==> src/design/lacq_pkg.sv <==
// ============================================================================
// lacq_pkg: shared types and constants for the linear array queue
// Holds the queue depth, operation and status codes, and the command and
// status bundles between the controller and the datapath.
// ============================================================================
package lacq_pkg;

  localparam int DEPTH = 8;
  localparam int IDX_W = (DEPTH > 1) ? $clog2(DEPTH) : 1;
  localparam int DATA_W = 32;

  typedef enum logic [1:0] {
    OP_ENQ  = 2'd0,
    OP_DEQ  = 2'd1,
    OP_PEEK = 2'd2,
    OP_DISP = 2'd3
  } op_e;

  typedef enum logic [1:0] {
    ST_OK    = 2'd0,
    ST_FULL  = 2'd1,
    ST_EMPTY = 2'd2
  } status_e;

  // What the output register takes on a load.
  typedef enum logic [2:0] {
    RES_ACK,    // ok, zero value, last
    RES_FULL,   // full, zero value, last
    RES_EMPTY,  // empty, zero value, last
    RES_FRONT,  // ok, entry at read address, last
    RES_ENTRY   // ok, entry at read address, last when it is the rear
  } res_e;

  typedef enum logic {
    S_IDLE,
    S_DISP
  } state_e;

  typedef struct packed {
    logic out_load;
    res_e res;
    logic use_front;  // read address is the front index, else the cursor
    logic enq;
    logic deq;
  } cmd_t;

  typedef struct packed {
    logic out_free;       // output register can take a word this cycle
    logic holds;
    logic full;
    logic front_at_rear;  // front index equals the rear index
    logic cur_at_rear;    // display cursor equals the rear index
  } stat_t;

endpackage

==> src/design/lacq_ctrl.sv <==
// ============================================================================
// lacq_ctrl: queue controller
// Decodes each operation and steps through a display one entry per cycle while the output register is free.
// ============================================================================
module lacq_ctrl (
  input  logic            clk_i,
  input  logic            rst_ni,
  input  logic            in_valid_i,
  output logic            in_ready_o,
  input  logic [1:0]      operation_i,
  input  lacq_pkg::stat_t stat_i,
  output lacq_pkg::cmd_t  cmd_o
);
  import lacq_pkg::*;

  state_e state_q, state_d;
  op_e    op;

  assign op = op_e'(operation_i);

  always_ff @(posedge clk_i or negedge rst_ni) begin
    if (!rst_ni) begin
      state_q <= S_IDLE;
    end else begin
      state_q <= state_d;
    end
  end

  always_comb begin
    state_d         = state_q;
    in_ready_o      = 1'b0;
    cmd_o.out_load  = 1'b0;
    cmd_o.res       = RES_ACK;
    cmd_o.use_front = 1'b1;
    cmd_o.enq       = 1'b0;
    cmd_o.deq       = 1'b0;
    case (state_q)
      S_IDLE: begin
        in_ready_o = stat_i.out_free;
        if (in_valid_i && stat_i.out_free) begin
          cmd_o.out_load = 1'b1;
          case (op)
            OP_ENQ: begin
              if (stat_i.holds && stat_i.full) begin
                cmd_o.res = RES_FULL;
              end else begin
                cmd_o.res = RES_ACK;
                cmd_o.enq = 1'b1;
              end
            end
            OP_DEQ: begin
              if (stat_i.holds) begin
                cmd_o.res = RES_FRONT;
                cmd_o.deq = 1'b1;
              end else begin
                cmd_o.res = RES_EMPTY;
              end
            end
            OP_PEEK: begin
              cmd_o.res = stat_i.holds ? RES_FRONT : RES_EMPTY;
            end
            default: begin
              if (stat_i.holds) begin
                cmd_o.res = RES_ENTRY;
                if (!stat_i.front_at_rear) begin
                  state_d = S_DISP;
                end
              end else begin
                cmd_o.res = RES_EMPTY;
              end
            end
          endcase
        end
      end
      S_DISP: begin
        cmd_o.use_front = 1'b0;
        if (stat_i.out_free) begin
          cmd_o.out_load = 1'b1;
          cmd_o.res      = RES_ENTRY;
          if (stat_i.cur_at_rear) begin
            state_d = S_IDLE;
          end
        end
      end
      default: begin
        state_d = S_IDLE;
      end
    endcase
  end

endmodule

==> src/design/lacq_dp.sv <==
// ============================================================================
// lacq_dp: queue datapath
// Entry store, front and rear indices, display cursor and output register.
// ============================================================================
module lacq_dp (
  input  logic                          clk_i,
  input  logic                          rst_ni,
  input  lacq_pkg::cmd_t                cmd_i,
  output lacq_pkg::stat_t               stat_o,
  input  logic signed [lacq_pkg::DATA_W-1:0] item_value_i,
  output logic                          out_valid_o,
  input  logic                          out_ready_i,
  output logic [1:0]                    status_o,
  output logic signed [lacq_pkg::DATA_W-1:0] value_o,
  output logic                          last_o
);
  import lacq_pkg::*;

  localparam logic [IDX_W-1:0] LastIdx = IDX_W'(DEPTH - 1);

  logic [DATA_W-1:0] store_q [DEPTH];

  logic [IDX_W-1:0] front_q, front_d;
  logic [IDX_W-1:0] rear_q, rear_d;
  logic [IDX_W-1:0] cur_q, cur_d;
  logic             holds_q, holds_d;
  logic             out_valid_q, out_valid_d;
  logic [1:0]       status_q, status_d;
  logic [DATA_W-1:0] value_q, value_d;
  logic             last_q, last_d;

  logic [IDX_W-1:0] raddr;
  logic [IDX_W-1:0] waddr;
  logic [DATA_W-1:0] rdata;

  assign raddr = cmd_i.use_front ? front_q : cur_q;
  assign rdata = store_q[raddr];
  assign waddr = holds_q ? rear_q + 1'b1 : '0;

  assign stat_o.out_free      = !out_valid_q || out_ready_i;
  assign stat_o.holds         = holds_q;
  assign stat_o.full          = (rear_q == LastIdx);
  assign stat_o.front_at_rear = (front_q == rear_q);
  assign stat_o.cur_at_rear   = (cur_q == rear_q);

  always_ff @(posedge clk_i) begin
    if (cmd_i.enq) begin
      store_q[waddr] <= item_value_i;
    end
  end

  always_comb begin
    front_d     = front_q;
    rear_d      = rear_q;
    holds_d     = holds_q;
    cur_d       = cur_q;
    out_valid_d = out_valid_q;
    status_d    = status_q;
    value_d     = value_q;
    last_d      = last_q;

    if (out_valid_q && out_ready_i) begin
      out_valid_d = 1'b0;
    end

    if (cmd_i.enq) begin
      rear_d  = waddr;
      holds_d = 1'b1;
      if (!holds_q) begin
        front_d = '0;
      end
    end

    if (cmd_i.deq) begin
      if (front_q == rear_q) begin
        front_d = '0;
        rear_d  = '0;
        holds_d = 1'b0;
      end else begin
        front_d = front_q + 1'b1;
      end
    end

    if (cmd_i.out_load) begin
      out_valid_d = 1'b1;
      status_d    = ST_OK;
      value_d     = '0;
      last_d      = 1'b1;
      case (cmd_i.res)
        RES_ACK:   status_d = ST_OK;
        RES_FULL:  status_d = ST_FULL;
        RES_EMPTY: status_d = ST_EMPTY;
        RES_FRONT: value_d  = rdata;
        RES_ENTRY: begin
          value_d = rdata;
          last_d  = (raddr == rear_q);
          cur_d   = raddr + 1'b1;
        end
        default:   status_d = ST_OK;
      endcase
    end
  end

  always_ff @(posedge clk_i or negedge rst_ni) begin
    if (!rst_ni) begin
      front_q     <= '0;
      rear_q      <= '0;
      holds_q     <= 1'b0;
      cur_q       <= '0;
      out_valid_q <= 1'b0;
    end else begin
      front_q     <= front_d;
      rear_q      <= rear_d;
      holds_q     <= holds_d;
      cur_q       <= cur_d;
      out_valid_q <= out_valid_d;
    end
  end

  always_ff @(posedge clk_i) begin
    status_q <= status_d;
    value_q  <= value_d;
    last_q   <= last_d;
  end

  assign out_valid_o = out_valid_q;
  assign status_o    = status_q;
  assign value_o     = value_q;
  assign last_o      = last_q;

endmodule

==> src/design/linear_array_queue.sv <==
// ============================================================================
// linear_array_queue: non-circular array queue with display walk
// Enqueue, dequeue, peek and display on a store of DEPTH signed words.
// ============================================================================
//
//  channel | direction | handshake              | payload
//  --------+-----------+------------------------+-------------------------------
//  in      | input     | in_valid_i / in_ready_o | operation_i, item_value_i
//  out     | output    | out_valid_o / out_ready_i | status_o, value_o, last_o
//
//  Enqueue, dequeue and peek each give one word, registered in
//  the output stage the cycle after acceptance.
//  Display gives one word per cycle while the output is not stalled, rear - front + 1 words in all; the
//  controller walks a cursor over the store and takes no new item meanwhile.
//  An item is taken while the output register is empty or being drained.
//  A stall on the output holds the register and the display walk in place.
//  Reset clears the indices, the held flag and the output valid; the entry
//  store has no reset and is only read at slots already written.
//
module linear_array_queue (
  input  logic                               clk_i,
  input  logic                               rst_ni,
  input  logic                               in_valid_i,
  output logic                               in_ready_o,
  input  logic [1:0]                         operation_i,
  input  logic signed [lacq_pkg::DATA_W-1:0] item_value_i,
  output logic                               out_valid_o,
  input  logic                               out_ready_i,
  output logic [1:0]                         status_o,
  output logic signed [lacq_pkg::DATA_W-1:0] value_o,
  output logic                               last_o
);
  import lacq_pkg::*;

  cmd_t  cmd;
  stat_t stat;

  // Controller: decode each operation, sequence the display walk.
  lacq_ctrl u_ctrl (
    .clk_i       (clk_i),
    .rst_ni      (rst_ni),
    .in_valid_i  (in_valid_i),
    .in_ready_o  (in_ready_o),
    .operation_i (operation_i),
    .stat_i      (stat),
    .cmd_o       (cmd)
  );

  // Datapath: store, indices, cursor and the output word register.
  lacq_dp u_dp (
    .clk_i        (clk_i),
    .rst_ni       (rst_ni),
    .cmd_i        (cmd),
    .stat_o       (stat),
    .item_value_i (item_value_i),
    .out_valid_o  (out_valid_o),
    .out_ready_i  (out_ready_i),
    .status_o     (status_o),
    .value_o      (value_o),
    .last_o       (last_o)
  );

endmodule

==> config.mk <==
export PLATFORM = sky130hd
export DESIGN_NAME = linear_array_queue
export DESIGN_NICKNAME = d
export VERILOG_FILES = /design/src/design/lacq_pkg.sv /design/src/design/lacq_ctrl.sv /design/src/design/lacq_dp.sv /design/src/design/linear_array_queue.sv
export SDC_FILE = /design/constraint.sdc
export NUM_CORES = 1
export LEC_CHECK = 0
export BUFFER_PORTS_ARGS = -buffer_cell sky130_fd_sc_hd__buf_2
export CELL_PAD_IN_SITES_DETAIL_PLACEMENT = 1
export CELL_PAD_IN_SITES_GLOBAL_PLACEMENT = 1
export CORE_UTILIZATION = 35
export DETAILED_ROUTE_END_ITERATION = 10
export PLACE_DENSITY_LB_ADDON = 0.1
export SKIP_CTS_REPAIR_TIMING = 1
export SLEW_MARGIN = 0
export SYNTH_ARGS = -nofsm -noshare
export SYNTH_HDL_FRONTEND = slang
export SYNTH_SLANG_ARGS = --single-unit
==> constraint.sdc <==
create_clock -name clk_i -period 10.4 [get_ports clk_i]
set_input_delay 0.52 -clock clk_i [delete_from_list [all_inputs] [get_ports clk_i]]
set_output_delay 0.52 -clock clk_i [all_outputs]
set_load 0.005 [all_outputs]
# --- Word-level counts from Yosys, hierarchy flattened ---
# Memories as Yosys holds them, arrays and structs flattened. A register that Yosys moved wholly into a read port is not among the register bits.
# Index checks and enable logic that the tools add are counted.
totals:
  ff_bits: 15
  ramBits: 256
  input_bits: 38
  output_inout_bits: 37
  wordCells: 76
  n_memories: 1
op_classes:
  n_addsub: 3
  n_eq_ne: 11
  mux: 38
  bitwise_logic: 1
  n_reduce_logical: 14
mem_list:
  columns: ["memory", "words", "width", "read_ports", "rd_clocked_by_memory_dff", "wr", "line", "text"]
  rows:
  - ["u_dp.store_q", 8, 32, 1, 1, 1, "lacq_dp.sv:21", "logic [DATA_W-1:0] store_q [DEPTH];"]
ops:
  columns: ["operator", "n"]
  rows:
  - ["two-way mux 3 bit", 10]
  - ["two-way mux 1 bit", 20]
  - ["adder 3 x 1 -> 3 bit (second input constant)", 3]
  - ["equality test 3 bit", 3]
  - ["two-way mux 4 bit", 2]
  - ["case mux 4 bit (2 select lines)", 1]
  - ["equality test 3 x 2 -> 1 bit (second input constant)", 2]
  - ["equality test 3 bit (second input constant)", 2]
  - ["case mux 3 bit (2 select lines)", 1]
  - ["two-way mux 2 bit", 2]
  - ["case mux 2 bit (2 select lines)", 1]
  - ["AND reduction 2 bit", 2]
  - ["nonzero test 2 bit", 2]
  - ["OR reduction 2 bit", 2]
  - ["equality test 3 x 1 -> 1 bit (second input constant)", 1]
  - ["logical AND 1 bit", 3]
  - ["OR reduction 3 bit", 1]
  - ["equality test 2 x 1 -> 1 bit (second input constant)", 1]
  - ["equality test 2 bit (second input constant)", 1]
  - ["logical NOT 1 bit", 2]
  - ["logical NOT 2 bit", 1]
  - ["!= test 2 bit (second input constant)", 1]
  - ["case mux 1 bit (2 select lines)", 1]
  - ["logical OR 1 bit", 1]
  - ["inverter 1 bit", 1]

# --- Depth between registers and ports, before layout ---
logic_depth:
  ltp_word: 9
  mapped_depth: 8
  mapped_depth_nobuf: 6

# --- By module ---
# A second synthesis with hierarchy kept.
unflattened:
  cells_unflattened: 764
  area_unflattened_um2: 12102.9
by_module_without_submodules:
  columns: ["mod", "instances", "cells_per_inst", "area_each_um2", "seq_area_each_um2"]
  rows:
  - ["lacq_dp", 1, 741, 11916.4, 9013.6]
  - ["lacq_ctrl", 1, 23, 186.4, 25.0]

# --- Least setup slack after synthesis ---
# No wires, ideal clock.
synth_timing:
  path_kind: "flip-flop to flip-flop"
  startpoint: "register u_dp.rear_q[0]"
  endpoint: "memory u_dp.store_q[4][0] (enable)"
  setup_ps: 513
  arrival_time_ps: 4454
  required_ps: 9887
  setup_slack_ps: 5433
  stages_incl_launch_ff: 5
  n_path_buf: 0
  synth_period_minus_slack_ps: 4967
  path_cell_list: "dfrtp_1 ha_1 ha_1 nand3_1 nor4b_1"
synth_between:
  elab_chain_len: 8
  elab_cells_between_ends: 10
  cone_classes: "add/sub: 1; eq/ne: 1; mux: 7; reduce/logical: 1"
synth_lines:
  columns: ["item", "line", "text"]
  rows:
  - ["start: declaration", "lacq_dp.sv:24", "logic [IDX_W-1:0] rear_q, rear_d;"]
  - ["start signal: assignment", "lacq_dp.sv:113", "rear_q <= rear_d;"]
  - ["equality test 3 bit", "lacq_dp.sv:42", "assign stat_o.full = (rear_q == LastIdx);"]
  - ["logical AND 1 bit", "lacq_ctrl.sv:44", "if (stat_i.holds && stat_i.full) begin"]
  - ["two-way mux 1 bit", "lacq_ctrl.sv:44", null]
  - ["two-way mux 1 bit", "lacq_ctrl.sv:42", "case (op)"]
  - ["two-way mux 2 bit", "lacq_ctrl.sv:40", "if (in_valid_i && stat_i.out_free) begin"]
  - ["two-way mux 2 bit", "lacq_ctrl.sv:37", "case (state_q)"]
  - ["two-way mux 1 bit", "lacq_dp.sv:47", "if (cmd_i.enq) begin"]
  - ["two-way mux 1 bit (not written as such)", "lacq_dp.sv:48", "store_q[waddr] <= item_value_i;"]
  - ["end: declaration", "lacq_dp.sv:21", null]
# Several ways; a longest one is shown, not always the timed one.

# --- Worst setup path after layout ---
layout_timing:
  startpoint: "register u_dp.rear_q[0]"
  endpoint: "memory u_dp.store_q[0][26] (enable)"
# Same word-level chain as after synthesis.

==> results.yml <==
floorplanning:
  core_area_mm2: 0.0380
  start_util: 0.358
  dieHeight_um: 199
  dieArea_mm2: 0.0397
  num_io_pins: 75
  rows: 71
  chipWidth_um: 199
critical_path:
  cp_cell_sequence: "ha_1 > ha_1 > or4b_2 > a21oi_4 > buf_4"
  crit_end: "u_dp.store_q[0][26]$_DFFE_PP_"
  cp_max_fo: 32
  cp_top_family: "simple AND/OR/NAND/NOR gates"
  crit_slowest_cell: "or4b_2"
  regToRegSetupSlack_ns: 7.40
  crit_path_start: "u_dp.rear_q[0]$_DFF_PN0_"
  path_common_cell: "ha_1"
  end_kind: "flop"
  r2r_end: "u_dp.store_q[0][26]$_DFFE_PP_"
  path_depth: 5
  crit_arrival_ns: 3.15
  reg2reg_depth: 5
  cp_num_buf_inv: 1
  critPathKind: "flop to flop"
  cpPeakStageDelay_ns: 0.74
  startpoint_type: "flop"
  r2r_start: "u_dp.rear_q[0]$_DFF_PN0_"
  crit_required_ns: 10.55
synthesis:
  synth_top_family_by_area: "compound AO/OA/AOI/OAI gates"
  syn_nets: 1075
  netlist_area_mm2: 0.0136
  synthMuxAreaShare: 0.00422
  synthFlopType: "edfxtp_1"
  synth_cell_types: 41
  synth_cells: 1029
  async_reset_ff_frac: 0.0396
  synth_fa_ha_area_frac: 0.00735
  ys_seq_elements: 303
  ys.warnings.count: 0
  ys_seq_area_frac: 0.663
  synth_compound_area_frac: 0.171
  synthSimpleGateAreaFrac: 0.115
  synth-edff-count: 291
  synth-xor-area-share: 0.00643
  postSynthAreaPerCell_um2: 13.2
cells_and_area:
  fin_area_mm2: 0.0155
  seqCellArea_mm2: 0.00905
  multi_input_area_mm2: 0.00422
  final_common_cell: "edfxtp_1"
  drive_above_1_share: 0.175
  nNetsFinal: 1125
  antenna-diode-count: 0
  areaGrowthSynthToFinish_pct: 14.0
  layout_common_cells: "edfxtp_1 (291), nor2_1 (135), nor2b_1 (130), o22ai_1 (130), buf_2 (74)"
  nFillCells: 4039
  stdcell_count: 1617
power_and_ir_drop:
  ir_drop_uv: 212
  powerDensity_mw_per_mm2: 293
  leakage_nw: 5.05
  total_power_w: 0.00455
route:
  route.met3.wl_um: 1150
  routed_via_density: 5.53
  ant_nets: 0
  highest_layer: "met4"
  wl_met1_um: 18300
  drt_first_pass_iters: 4
  drc_errors: 0
  wirelength_um: 39600
  drtIter0Drc: 487
  wire_per_inst_um: 24.5
  via_count: 8946
  wl_met2_um: 19500
sta:
  finalCritPeriodShare: 0.289
  worst_pin_slew_ns: 1.06
  final-setup-viol-count: 0
  finalSetupTns_ns: 0
  slew_headroom: 0.294
  fin_crit_ns: 3.00
  max_freq_mhz: 333
  hold_viol: 0
  skew_ns: 0.0230
  rsz0062_at_grt: "false"
  final_max_slew_viol_count: 0
placement:
  dpl.hpwl_um: 19200
  dpl-instance-area_mm2: 0.0144
  place_inst: 1551
  gp_congestion: 0.708
  io_buffers: 74
grt:
  gr-usage-all-layers: 0.205
  antenna_found_initial: 0
  overflow: 0
  grt_max_degree: 83
  grt_pass1_vias: 9504
  grt_pass1_wl_um: 59900
cts:
  clkSinkCount: 303
  clock_path_buffers: 3
  numCtsBuffers: 36
  tritoncts: "built"
  clk_latency_ns: 0.52
  cts_max_level: 2
  cts.reportedPaths.clkPinSlew_ns: 0.06
  cts-root-buf: "clkbuf_16"
flow_run:
  maxCapViolations: 0
min_path:
  holdPathStages: 2
  hold_path.class: "input port to flop"
outcome:
  status: "completed"
-- layout make-up --
class,count,area share
flip-flops and latches,303,0.582
multi-input cells,638,0.272
clock buffers,48,0.0629
well taps,511,0.0412
repair buffers,94,0.0337
clock inverters,17,0.00685
inverters,6,0.00145
-- layer usage --
layer	track usage	up-vias
met2	0.349	149
met4	0.0533	0
li1	-	4077
met1	0.275	4665
met3	0.0233	55
met5	0	-
-- worst min-delay path by stage --
stage,endpoint,start
2_1_floorplan,u_ctrl.state_q$_DFF_PN0_,rst_ni
3_3_place_gp,u_dp.out_valid_o$_DFFE_PN0P_,rst_ni
3_5_place_dp,u_dp.out_valid_o$_DFFE_PN0P_,rst_ni
4_1_cts,u_dp.out_valid_o$_DFFE_PN0P_,rst_ni
5_1_grt,u_dp.out_valid_o$_DFFE_PN0P_,in_valid_i
6_report,u_dp.out_valid_o$_DFFE_PN0P_,in_valid_i
-- worst register-to-register path: cells and delay by family, from the launching register on --
kind,cells,cell delay (ns)
AND/OR/NAND/NOR,1,0.74
adder cells (fa/ha/maj),2,0.65
buffers and inverters,1,0.53
flip-flops,1,0.52
AO/OA/AOI/OAI,1,0.16
-- state kept, by name, indices dropped and copies added, names as in the netlist --
| name | flops |
|---|---|
| u_dp.front_q | 3 |
| u_dp.value_o | 32 |
| u_dp.holds_q | 1 |
| u_dp.rear_q | 3 |
| u_dp.store_q | 256 |
| u_dp.status_o | 2 |
| u_dp.cur_q | 3 |
| u_dp.last_o | 1 |
| u_ctrl.state_q | 1 |
| u_dp.out_valid_o | 1 |
-- through the flow --
step	hold slack (ns)	util	setup slack [ns]
5_1_grt	0.270	0.409	7.28
2_1_floorplan	0.224	-	5.43
3_3_place_gp	0.439	0.380	7.43
3_5_place_dp	0.431	0.380	7.40
4_1_cts	-0.112	0.408	7.39
6_report	0.265	0.409	7.40
-- synth_stat cells, drive strengths merged, types with 5 or more instances --
cell type / n / share of area
a21oi: 7 / 0.0026
edfxtp: 291 / 0.64
o32ai: 64 / 0.041
nand2b: 5 / 0.0028
buf: 50 / 0.022
dfrtp: 12 / 0.022
clkbuf: 32 / 0.0089
nor2b: 130 / 0.060
nor2: 140 / 0.039
inv: 6 / 0.0017
o21a: 64 / 0.035
nand3: 7 / 0.0026
ha: 8 / 0.0073
o22ai: 160 / 0.087
nor3: 7 / 0.0026
nand2: 13 / 0.0039
xor2: 7 / 0.0045
-- cells by family after synthesis --
| group | Yosys count |
|---|---|
| muxes | 5 |
| adders and majority gates | 8 |
| and+or+nand+nor | 311 |
| xor gates and xnor gates | 10 |
| DFF | 303 |
| AOI/OAI and AO/OA | 304 |
| buffers and inverters | 88 |
-- power breakdown --
part	leakage [nW]	internal (W)	switching, W	total (W)
clock	0.532	0.000685	0.000490	0.00117
combinational	1.74	0.000701	0.00109	0.00179
sequential	2.78	0.00145	0.000135	0.00159
total	5.05	0.00284	0.00172	0.00455
(Power assumes the default switching activity.)
